===== config.mk =====
export PLATFORM = sky130hd
export DESIGN_NAME = sliding_window_maximum_top_flat
export DESIGN_NICKNAME = d
export VERILOG_FILES = /design/src/sv/swm_pkg.sv /design/src/sv/swm_if.sv /design/src/sv/sliding_window_maximum_top.sv /design/src/sv/swm_queue_mem.sv /design/src/flat_wrapper.sv
export SDC_FILE = /design/constraint.sdc
export NUM_CORES = 2
export LEC_CHECK = 0
export BUFFER_PORTS_ARGS = -buffer_cell sky130_fd_sc_hd__buf_2
export CAP_MARGIN = 20
export CORE_AREA = 2 2 471 520
export CTS_BUF_LIST = sky130_fd_sc_hd__clkbuf_4 sky130_fd_sc_hd__clkbuf_8 sky130_fd_sc_hd__clkbuf_16
export DETAILED_ROUTE_END_ITERATION = 8
export DIE_AREA = 0 0 473 522
export PLACE_DENSITY = 0.63
export SLEW_MARGIN = 20
export SYNTH_ARGS = -nofsm -noshare
export SYNTH_HDL_FRONTEND = slang
export SYNTH_SLANG_ARGS = --single-unit

===== constraint.sdc =====
create_clock -name i_clk -period 6 [get_ports i_clk]
set_input_delay 1.5 -clock i_clk [delete_from_list [all_inputs] [get_ports i_clk]]
set_output_delay 1.5 -clock i_clk [all_outputs]
set_load 0.005 [all_outputs]

===== src/sv/swm_pkg.sv =====
// Shared constants, types and state encoding for the sliding-window maximum block.
// No dependencies; compiled first.
`timescale 1ns / 1ps

package swm_pkg;

    localparam int MAX_WINDOW   = 64;
    localparam int SAMPLE_WIDTH = 32;
    localparam int CFG_WIDTH    = 7;
    localparam int ADDR_WIDTH   = $clog2(MAX_WINDOW);
    localparam int CNT_WIDTH    = $clog2(MAX_WINDOW + 1);
    localparam int POS_WIDTH    = $clog2(4 * MAX_WINDOW);

    // one queue entry: candidate value and its arrival position
    typedef struct packed {
        logic signed [SAMPLE_WIDTH-1:0] value;
        logic [POS_WIDTH-1:0]           pos;
    } t_entry;

    typedef struct packed {
        logic                  en;
        logic [ADDR_WIDTH-1:0] addr;
        t_entry                entry;
    } t_mem_wr;

    typedef struct packed {
        logic                  en;
        logic [ADDR_WIDTH-1:0] addr;
    } t_mem_rd;

    typedef enum logic [2:0] {
        S_IDLE,
        S_EXP_RD,
        S_EXP_CHK,
        S_POP_RD,
        S_POP_CHK,
        S_PUSH,
        S_FRONT_RD,
        S_OUT
    } t_state;

endpackage


===== src/sv/swm_if.sv =====
// Valid/ready channel interfaces: input items, result items, window_size writes.
// Depends on swm_pkg.
`timescale 1ns / 1ps

interface swm_in_if import swm_pkg::*; ();
    logic                           valid;
    logic                           ready;
    logic signed [SAMPLE_WIDTH-1:0] sample;
    logic                           start_req;

    modport source (output valid, output sample, output start_req, input ready);
    modport sink   (input valid, input sample, input start_req, output ready);
endinterface

interface swm_out_if import swm_pkg::*; ();
    logic                           valid;
    logic                           ready;
    logic signed [SAMPLE_WIDTH-1:0] window_max;

    modport source (output valid, output window_max, input ready);
    modport sink   (input valid, input window_max, output ready);
endinterface

interface swm_cfg_if import swm_pkg::*; ();
    logic                 valid;
    logic                 ready;
    logic [CFG_WIDTH-1:0] window_size;

    modport source (output valid, output window_size, input ready);
    modport sink   (input valid, input window_size, output ready);
endinterface


===== src/sv/sliding_window_maximum_top.sv =====
// Sliding-window maximum over signed samples, kept as a monotonic queue in memory.
// Depends on swm_pkg, swm_if and swm_queue_mem.
//
//   channel   | dir | payload                    | accepted when
//   i_in_ch   | in  | sample, start_req          | valid && ready
//   o_out_ch  | out | window_max                 | valid && ready
//   i_cfg_ch  | in  | window_size                | valid && ready (always ready)
//
// One item at a time: each queue entry dropped (expired at the front or smaller
// at the back) costs one read-and-compare pair, since the queue memory has a
// single read port and one entry is examined per read-and-compare pair.
// Reset clears the control state; the queue memory is not cleared and
// needs no clearing pass. A stalled result waits in the output register; the
// next item is taken while it waits, and its result waits for that slot.
`timescale 1ns / 1ps

module sliding_window_maximum_top import swm_pkg::*; (
    input  logic i_clk,
    input  logic i_rst_n,
    swm_in_if.sink    i_in_ch,
    swm_out_if.source o_out_ch,
    swm_cfg_if.sink   i_cfg_ch
);

    t_state r_state, n_state;

    logic [CFG_WIDTH-1:0]           r_window;
    logic [POS_WIDTH-1:0]           r_pos, n_pos;
    logic [ADDR_WIDTH-1:0]          r_head, n_head;
    logic [CNT_WIDTH-1:0]           r_count, n_count;
    logic [CNT_WIDTH-1:0]           r_fill, n_fill;
    logic signed [SAMPLE_WIDTH-1:0] r_sample, n_sample;
    logic                           r_out_valid, n_out_valid;
    logic signed [SAMPLE_WIDTH-1:0] r_out_data, n_out_data;

    logic [CNT_WIDTH-1:0]  w_win;
    logic [ADDR_WIDTH-1:0] w_tail;
    logic [ADDR_WIDTH-1:0] w_last;
    logic [POS_WIDTH-1:0]  w_age;
    logic                  w_expired;
    logic                  w_smaller;
    logic [CNT_WIDTH-1:0]  w_fill_inc;
    logic                  w_has_result;
    logic                  w_in_accept;
    logic                  w_out_free;

    t_mem_wr w_wr;
    t_mem_rd w_rd;
    t_entry  w_rd_entry;

    swm_queue_mem u_mem (
        .i_clk      (i_clk),
        .i_wr       (w_wr),
        .i_rd       (w_rd),
        .o_rd_entry (w_rd_entry)
    );

    // clamp the window register to 1..MAX_WINDOW
    always_comb begin
        if (r_window == '0) begin
            w_win = CNT_WIDTH'(1);
        end else if (32'(r_window) > 32'(MAX_WINDOW)) begin
            w_win = CNT_WIDTH'(MAX_WINDOW);
        end else begin
            w_win = CNT_WIDTH'(r_window);
        end
    end

    // queue pointers and comparisons on the entry just read
    assign w_tail       = r_head + r_count[ADDR_WIDTH-1:0];
    assign w_last       = w_tail - ADDR_WIDTH'(1);
    assign w_age        = r_pos - w_rd_entry.pos;
    assign w_expired    = 32'(w_age) >= 32'(w_win);
    assign w_smaller    = w_rd_entry.value < r_sample;
    assign w_fill_inc   = (32'(r_fill) < 32'(MAX_WINDOW)) ? r_fill + CNT_WIDTH'(1) : r_fill;
    assign w_has_result = 32'(w_fill_inc) >= 32'(w_win);
    assign w_in_accept  = i_in_ch.valid && i_in_ch.ready;
    assign w_out_free   = !r_out_valid || o_out_ch.ready;

    // next state
    always_comb begin
        n_state = r_state;
        unique case (r_state)
            S_IDLE: begin
                if (w_in_accept) n_state = S_EXP_RD;
            end
            S_EXP_RD: begin
                n_state = (r_count == '0) ? S_PUSH : S_EXP_CHK;
            end
            S_EXP_CHK: begin
                n_state = w_expired ? S_EXP_RD : S_POP_RD;
            end
            S_POP_RD: begin
                n_state = (r_count == '0) ? S_PUSH : S_POP_CHK;
            end
            S_POP_CHK: begin
                n_state = w_smaller ? S_POP_RD : S_PUSH;
            end
            S_PUSH: begin
                n_state = w_has_result ? S_FRONT_RD : S_IDLE;
            end
            S_FRONT_RD: begin
                n_state = S_OUT;
            end
            S_OUT: begin
                if (w_out_free) n_state = S_IDLE;
            end
            default: n_state = S_IDLE;
        endcase
    end

    // memory requests and handshake outputs
    always_comb begin
        w_rd.en          = 1'b0;
        w_rd.addr        = r_head;
        w_wr.en          = 1'b0;
        w_wr.addr        = w_tail;
        w_wr.entry.value = r_sample;
        w_wr.entry.pos   = r_pos;
        unique case (r_state)
            S_EXP_RD: begin
                w_rd.en   = (r_count != '0);
                w_rd.addr = r_head;
            end
            S_POP_RD: begin
                w_rd.en   = (r_count != '0);
                w_rd.addr = w_last;
            end
            S_PUSH: begin
                w_wr.en = 1'b1;
            end
            S_FRONT_RD: begin
                w_rd.en   = 1'b1;
                w_rd.addr = r_head;
            end
            default: begin
                w_rd.en = 1'b0;
            end
        endcase
    end

    assign i_in_ch.ready       = (r_state == S_IDLE);
    assign i_cfg_ch.ready      = 1'b1;
    assign o_out_ch.valid      = r_out_valid;
    assign o_out_ch.window_max = r_out_data;

    // datapath: take the item, drop front and back entries, push, load result
    always_comb begin
        n_pos       = r_pos;
        n_head      = r_head;
        n_count     = r_count;
        n_fill      = r_fill;
        n_sample    = r_sample;
        n_out_valid = r_out_valid && !o_out_ch.ready;
        n_out_data  = r_out_data;
        unique case (r_state)
            S_IDLE: begin
                if (w_in_accept) begin
                    n_sample = i_in_ch.sample;
                    if (i_in_ch.start_req) begin
                        n_count = '0;
                        n_fill  = '0;
                    end
                end
            end
            S_EXP_CHK: begin
                if (w_expired) begin
                    n_head  = r_head + ADDR_WIDTH'(1);
                    n_count = r_count - CNT_WIDTH'(1);
                end
            end
            S_POP_CHK: begin
                if (w_smaller) n_count = r_count - CNT_WIDTH'(1);
            end
            S_PUSH: begin
                n_count = r_count + CNT_WIDTH'(1);
                n_pos   = r_pos + POS_WIDTH'(1);
                n_fill  = w_fill_inc;
            end
            S_OUT: begin
                if (w_out_free) begin
                    n_out_valid = 1'b1;
                    n_out_data  = w_rd_entry.value;
                end
            end
            default: begin
                n_count = r_count;
            end
        endcase
    end

    // control registers
    always_ff @(posedge i_clk) begin
        if (!i_rst_n) begin
            r_state     <= S_IDLE;
            r_window    <= CFG_WIDTH'(1);
            r_pos       <= '0;
            r_head      <= '0;
            r_count     <= '0;
            r_fill      <= '0;
            r_out_valid <= 1'b0;
        end else begin
            r_state     <= n_state;
            r_pos       <= n_pos;
            r_head      <= n_head;
            r_count     <= n_count;
            r_fill      <= n_fill;
            r_out_valid <= n_out_valid;
            if (i_cfg_ch.valid && i_cfg_ch.ready) begin
                r_window <= i_cfg_ch.window_size;
            end
        end
    end

    // payload registers
    always_ff @(posedge i_clk) begin
        r_sample   <= n_sample;
        r_out_data <= n_out_data;
    end

endmodule


===== src/sv/swm_queue_mem.sv =====
// Candidate queue storage: one write port, one registered read port.
// Depends on swm_pkg.
`timescale 1ns / 1ps

module swm_queue_mem import swm_pkg::*; (
    input  logic    i_clk,
    input  t_mem_wr i_wr,
    input  t_mem_rd i_rd,
    output t_entry  o_rd_entry
);

    t_entry mem [MAX_WINDOW];
    t_entry r_rd_entry;

    // write one entry
    always_ff @(posedge i_clk) begin
        if (i_wr.en) begin
            mem[i_wr.addr] <= i_wr.entry;
        end
    end

    // read one entry, data valid the next cycle and held until the next read
    always_ff @(posedge i_clk) begin
        if (i_rd.en) begin
            r_rd_entry <= mem[i_rd.addr];
        end
    end

    assign o_rd_entry = r_rd_entry;

endmodule


===== src/flat_wrapper.sv =====
// flat-port wrapper written by rule: the top's interface ports become plain ports
module sliding_window_maximum_top_flat import swm_pkg::*;
  (i_clk, i_rst_n, i_in_ch_valid, i_in_ch_sample, i_in_ch_start_req, i_in_ch_ready, o_out_ch_valid, o_out_ch_window_max, o_out_ch_ready, i_cfg_ch_valid, i_cfg_ch_window_size, i_cfg_ch_ready);
  swm_in_if i_in_ch_i ();
  swm_out_if o_out_ch_i ();
  swm_cfg_if i_cfg_ch_i ();
  input  logic i_clk;
  input  logic i_rst_n;
  input wire logic [$bits(i_in_ch_i.valid)-1:0] i_in_ch_valid;
  input wire logic [$bits(i_in_ch_i.sample)-1:0] i_in_ch_sample;
  input wire logic [$bits(i_in_ch_i.start_req)-1:0] i_in_ch_start_req;
  output wire logic [$bits(i_in_ch_i.ready)-1:0] i_in_ch_ready;
  output wire logic [$bits(o_out_ch_i.valid)-1:0] o_out_ch_valid;
  output wire logic [$bits(o_out_ch_i.window_max)-1:0] o_out_ch_window_max;
  input wire logic [$bits(o_out_ch_i.ready)-1:0] o_out_ch_ready;
  input wire logic [$bits(i_cfg_ch_i.valid)-1:0] i_cfg_ch_valid;
  input wire logic [$bits(i_cfg_ch_i.window_size)-1:0] i_cfg_ch_window_size;
  output wire logic [$bits(i_cfg_ch_i.ready)-1:0] i_cfg_ch_ready;
  assign i_in_ch_i.valid = i_in_ch_valid;
  assign i_in_ch_i.sample = i_in_ch_sample;
  assign i_in_ch_i.start_req = i_in_ch_start_req;
  assign i_in_ch_ready = i_in_ch_i.ready;
  assign o_out_ch_valid = o_out_ch_i.valid;
  assign o_out_ch_window_max = o_out_ch_i.window_max;
  assign o_out_ch_i.ready = o_out_ch_ready;
  assign i_cfg_ch_i.valid = i_cfg_ch_valid;
  assign i_cfg_ch_i.window_size = i_cfg_ch_window_size;
  assign i_cfg_ch_ready = i_cfg_ch_i.ready;
  sliding_window_maximum_top u_core (.i_clk(i_clk), .i_rst_n(i_rst_n), .i_in_ch(i_in_ch_i), .o_out_ch(o_out_ch_i), .i_cfg_ch(i_cfg_ch_i));
endmodule

After elaboration in Yosys (flattened, before gate mapping)
Memory sizes are Yosys's and may differ from the RTL's. A register that Yosys moved wholly into a read port is not among the register bits.
Index checks and enable logic that the tools add are counted.
{ "totals": {"regBits": 103, "ram_bits": 2560, "inputBits": 45, "output_inout_bits": 35, "word_cells": 77, "n_memories": 1} }
{ "memory_table": {"columns": ["memory", "words", "width", "rd", "rd_ports_with_merged_regs", "wr", "line", "rtl"], "rows": [
  ["u_core.u_mem.mem", 64, 40, 1, 1, 1, "swm_queue_mem.sv:12", "t_entry mem [MAX_WINDOW];"]
]} }
{ "op_classes": {"addsub": 8, "n_lt_le_gt_ge": 5, "eq_ne": 12, "muxes": 24, "reduce_logical": 18} }
{ "ops": {"columns": ["op", "n"], "rows": [
  ["7-bit 2-to-1 mux", 7],
  ["32-bit less-than comparator", 1],
  ["7-bit case mux with 4 select lines", 1],
  ["3-bit case mux with 8 select lines", 1],
  ["3-bit 2-to-1 mux", 5],
  ["7-bit by 1-bit adder with 7-bit output (second input constant)", 2],
  ["7-bit zero test", 2],
  ["7-bit case mux with 2 select lines", 1],
  ["3-bit equality test (second input constant)", 4],
  ["8-bit by 1-bit adder with 8-bit output (second input constant)", 1],
  ["8-bit by 7-bit greater-or-equal comparator with 1-bit output", 1],
  ["2-bit AND reduction", 4],
  ["8-bit subtractor", 1],
  ["7-bit greater-or-equal comparator", 1],
  ["7-bit greater-than comparator (second input constant)", 1],
  ["7-bit less-than comparator (second input constant)", 1],
  ["7-bit nonzero test", 1],
  ["7-bit by 1-bit subtractor with 7-bit output (second input constant)", 1],
  ["6-bit by 1-bit adder with 6-bit output (second input constant)", 1],
  ["6-bit adder", 1],
  ["3-bit by 2-bit equality test with 1-bit output (second input constant)", 2],
  ["1-bit 2-to-1 mux", 6],
  ["6-bit 2-to-1 mux", 1],
  ["2-bit by 1-bit inequality test with 1-bit output (second input constant)", 3],
  ["14 further kinds", 17]
]} }

Depth between registers and ports, before layout
{ "logic_depth": {"ltp_word": 6, "ltp_mapped": 16, "ltp_nobuf": 16} }

Modules after synthesis
From an unflattened synthesis, not the netlist that was laid out.
{ "hier_totals": {"cells_unflattened": 4734, "hier_area_um2": 103912.2} }
{ "modules_own_cells": {"columns": ["mod", "instances", "cells_each", "area_each_um2", "seq_area_each_um2"], "rows": [
  ["swm_queue_mem", 1, 4195, 98236.7, 78074.9],
  ["sliding_window_maximum_top", 1, 539, 5675.4, 2702.6]
]} }

Worst setup path before layout
No wires, ideal clock.
{ "synth_timing": {"kind": "reg2reg", "startpoint": "register u_core.r_head[0]", "endpoint": "memory u_core.u_mem.mem[51][0] (netlist name) (enable)", "setup_ns": 0.538, "t_arrival_ns": 5.815, "required_time_ns": 5.462, "path_slack_ns": -0.353, "path_stages_with_launch": 9, "path_buffers": 2, "synth_period_minus_slack_ns": 6.353, "path_cell_list": "dfxtp_1 > ha_1 > fa_1 > nand3_1 > a21oi_1 > or2_2 > clkbuf_1 > clkbuf_1 > nor4_1"} }
{ "synth_between": {"elab_chain_len": 1} }
{ "synth_lines": {"columns": ["item", "line", "rtl"], "rows": [
  ["start, declared", "sliding_window_maximum_top.sv:29", "logic [ADDR_WIDTH-1:0] r_head, n_head;"],
  ["start signal, assigned", "sliding_window_maximum_top.sv:205", "r_head <= n_head;"],
  ["6-bit adder", "sliding_window_maximum_top.sv:70", "assign w_tail = r_head + r_count[ADDR_WIDTH-1:0];"],
  ["end, declared", "swm_queue_mem.sv:12", null]
]} }
Every way passes these cells.

Worst setup path after layout
{ "layout_timing": {"startpoint": "register u_core.r_head[0]", "endpoint": "register u_core.u_mem.o_rd_entry[20] (netlist name)"} }
{ "layout_between": {"elab_chain_len": 3} }
{ "layout_lines": {"columns": ["item", "line", "rtl"], "rows": [
  ["6-bit adder", "sliding_window_maximum_top.sv:70", null],
  ["6-bit by 1-bit subtractor with 6-bit output", "sliding_window_maximum_top.sv:71", "assign w_last = w_tail - ADDR_WIDTH'(1);"],
  ["6-bit 2-to-1 mux (*)", "sliding_window_maximum_top.sv:120", "unique case (r_state)"]
]} }
Every way passes the cells marked *; elsewhere a longest branch is shown, timed or not.
A chain may end at the register's enable or synchronous reset.

==> impl_metrics.yaml <==
cts:
  clock-root-buffer: "clkbuf_16"
  clk_pin_slew_ns: 0.06
  postCtsHoldBufs: 0
  tritoncts: "yes"
  cts_sinks: 2703
  cts_buffers: 275
  ctsResizeCount: 0
  cts_htree_levels: 5
  cts_setup_buffers: 0
  cts.path.max_buffers: 4
  clk_latency_ns: 0.88
floorplanning:
  die_area_um2: 247000
  start_util_pct: 44.8
  num_rows: 190
  boundaryPins: 80
  dieHeight_um: 522
  die_w_um: 473
  core_region_area_um2: 242000
synth:
  synthArstFlopShare_pct: 0
  yosys.cell_types.count: 72
  avgSynthCellArea_um2: 14.2
  ys_seq_area_share_pct: 74.5
  yosys.area_share.adder_pct: 0.818
  synthXorXnorAreaFrac_pct: 0.299
  synthCells: 7633
  synth-edff-count: 2664
  synth_compound_area_share_pct: 5.35
  synthTopCellsByArea: "edfxtp_1, nand2_1, mux2i_1"
  yosysTopAreaCell: "edfxtp_1"
  synth-seq-cells: 2703
  synthSimpleGateAreaFrac_pct: 11.1
  yosysWarningCount: 0
  yosys-top-cells-count: "edfxtp_1, nand2_1, nand3_1"
  muxShareOfSynthArea_pct: 5.69
  synth_most_common_cell: "edfxtp_1"
  synth_ff_type: "edfxtp_1"
  syn_nets: 7747
  synth_top_area_share_pct: 73.8
  syn_area_um2: 108000
  synth_top_family_by_area: "simple AND/OR/NAND/NOR gates"
final_layout:
  fin_cells: 11133
  drive_above_1_share_pct: 10.8
  nNetsFinal: 7872
  area_growth_pct: 13.1
placed_design:
  dp_slack_ns: 0.557
  dp_hpwl_um: 171000
  gp_congestion: 0.846
  io_buffer_count: 78
  placedCellCount: 10649
critical_path:
  r2r-end: "u_core.u_mem.o_rd_entry[20]"
  end_kind: "flip-flop"
  arrival_ns: 6.11
  r2r-start: "u_core.r_head[0]"
  crit_required_ns: 6.53
  r2r_slack_ns: 0.42
  crit_path_start_kind: "flip-flop"
  critPathMaxFanout: 46
  critPathKind: "flip-flop to flip-flop"
  r2r_cells: 13
sta:
  hold_violations: 0
  grt_setup_unrepaired: "false"
  max_freq_ghz: 0.179
  final_max_slew_viol_count: 0
  worst_pin_slew_ns: 1.25
  setup_viol: 0
  setup_tns_ns: 0
  fin_ws_ns: 0.417
  relSlewSlack_pct: 16.6
  post-route-min-period_ns: 5.58
  fin_skew_ns: 0.0497
  fin_crit_sh_pct: 93.1
worst_hold_path:
  timing.hold.worst.class: "flip-flop to flip-flop"
  min_to: "u_core.o_out_ch.window_max[16]"
  holdPathStages: 0
  hold_start: "u_core.u_mem.o_rd_entry[24]"
global_routing:
  antenna_found_initial: 32
  grt.total_usage_pct: 24.8
  grt_pass1_vias: 64039
  globalRouteOverflowTotal: 0
  grt_first_pass_wirelength_um: 449000
  grt_max_degree: 120
power_and_ir_drop:
  ir_worst_vdd_v: 0.000270
  p_leak_nw: 40.1
  p_per_area_nw_per_um2: 391
detailed_routing:
  dr.pass1.iters: 8
  routedWlPerCell_um: 28.2
  via_per_inst: 5.98
  detail-route-antenna-nets: 0
  num_vias: 66616
  drc: 0
  wirelength_um: 314000
  drt_iter0_markers: 8958
run:
  max_cap_violations: 0
status:
  status: "completed"
-- routing by layer --
metal  GRT usage (%)  wire, um
met1            34.5    125000
met2            39.6    146000
met3            4.67     31900
met4            8.16     10200
met5               0       150
-- report_power, final --
group | internal, W | switching, W | total (W)
Combinational | 0.00254 | 0.00631 | 0.00884
Sequential | 0.0219 | 0.000443 | 0.0224
Clock | 0.00956 | 0.00709 | 0.0167
Total | 0.0340 | 0.0138 | 0.0479
-- flip-flops by register name (all words and copies together) (netlist names), 3 cells and up --
name	cells
u_core.u_mem.mem	2560
u_core.u_mem.o_rd_entry	40
u_core.o_out_ch.window_max	32
u_core.r_sample	32
u_core.r_pos	8
u_core.r_count	7
u_core.r_fill	7
u_core.r_window	7
u_core.r_head	6
u_core.r_state	3
-- layout by cell type (no fill, tap or decap), types with 85 or more instances in the layout --
master,instances
buf_4,202
a22oi_1,124
a31oi_1,85
a21oi_1,269
o211ai_1,122
nand3_1,818
a211oi_1,124
clkbuf_16,280
edfxtp_1,2664
mux2i_1,611
nand2_1,1727
-- worst max-delay path, stage by stage (launching register included) --
cell and delay [ns]:
dfxtp_1 0.39, ha_1 0.25, fa_1 0.67, inv_1 0.11, ha_1 0.37, and4bb_2 0.37, a21o_4 0.71, buf_4 0.49
mux2i_1 0.29, mux2i_1 0.12, o211ai_1 0.21, mux2i_1 0.12, a22oi_1 0.89, o211ai_1 0.23
-- area by class of cell --
cell class                      instances  area [um2]
Inverter                               57         214
Fill cell                           20047      119000
Tap cell                             3168        3960
Clock buffer                          337        7450
Sequential cell                      2703       80800
Antenna cell                            7        17.5
Clock inverter                        140        1160
Multi-Input combinational cell       4383       25900
Timing Repair Buffer                  338        3070
-- worst max-delay path by stage --
stage / from / to / slack, ns
finish: u_core.r_head[0] / u_core.u_mem.o_rd_entry[20] / 0.42
detailed placement: u_core.r_head[0] / u_core.u_mem.o_rd_entry[11] / 0.56
global placement: u_core.r_head[0] / u_core.u_mem.o_rd_entry[26] / 0.62
CTS: u_core.r_head[0] / u_core.u_mem.o_rd_entry[20] / 0.55
floorplan: u_core.r_head[0] / u_core.u_mem.mem[51][0] / -0.35
global route: u_core.r_head[0] / u_core.u_mem.o_rd_entry[11] / 0.17
-- through the flow --
stage,utilization (%),total power [W],area (um2),hold WS [ns]
detailed placement,47.1,0.0315,114000,0.501
global placement,47.1,0.0313,114000,0.493
global route,50.6,0.0493,123000,0.517
floorplan,-,0.0277,108000,0.417
finish,50.6,0.0479,123000,0.507
CTS,50.6,0.0479,123000,0.506
-- cell families (layout without fill, tap and decap cells) --
logic type,count (synthesis),count (layout)
compound gates,866,866
flops,2703,2703
fa+ha+maj,69,69
mux,616,616
simple gates,2798,2798
other cells,1,8
xor+xnor,33,33
buf+inv,547,872
No activity file was read; power rests on OpenSTA's default activity.
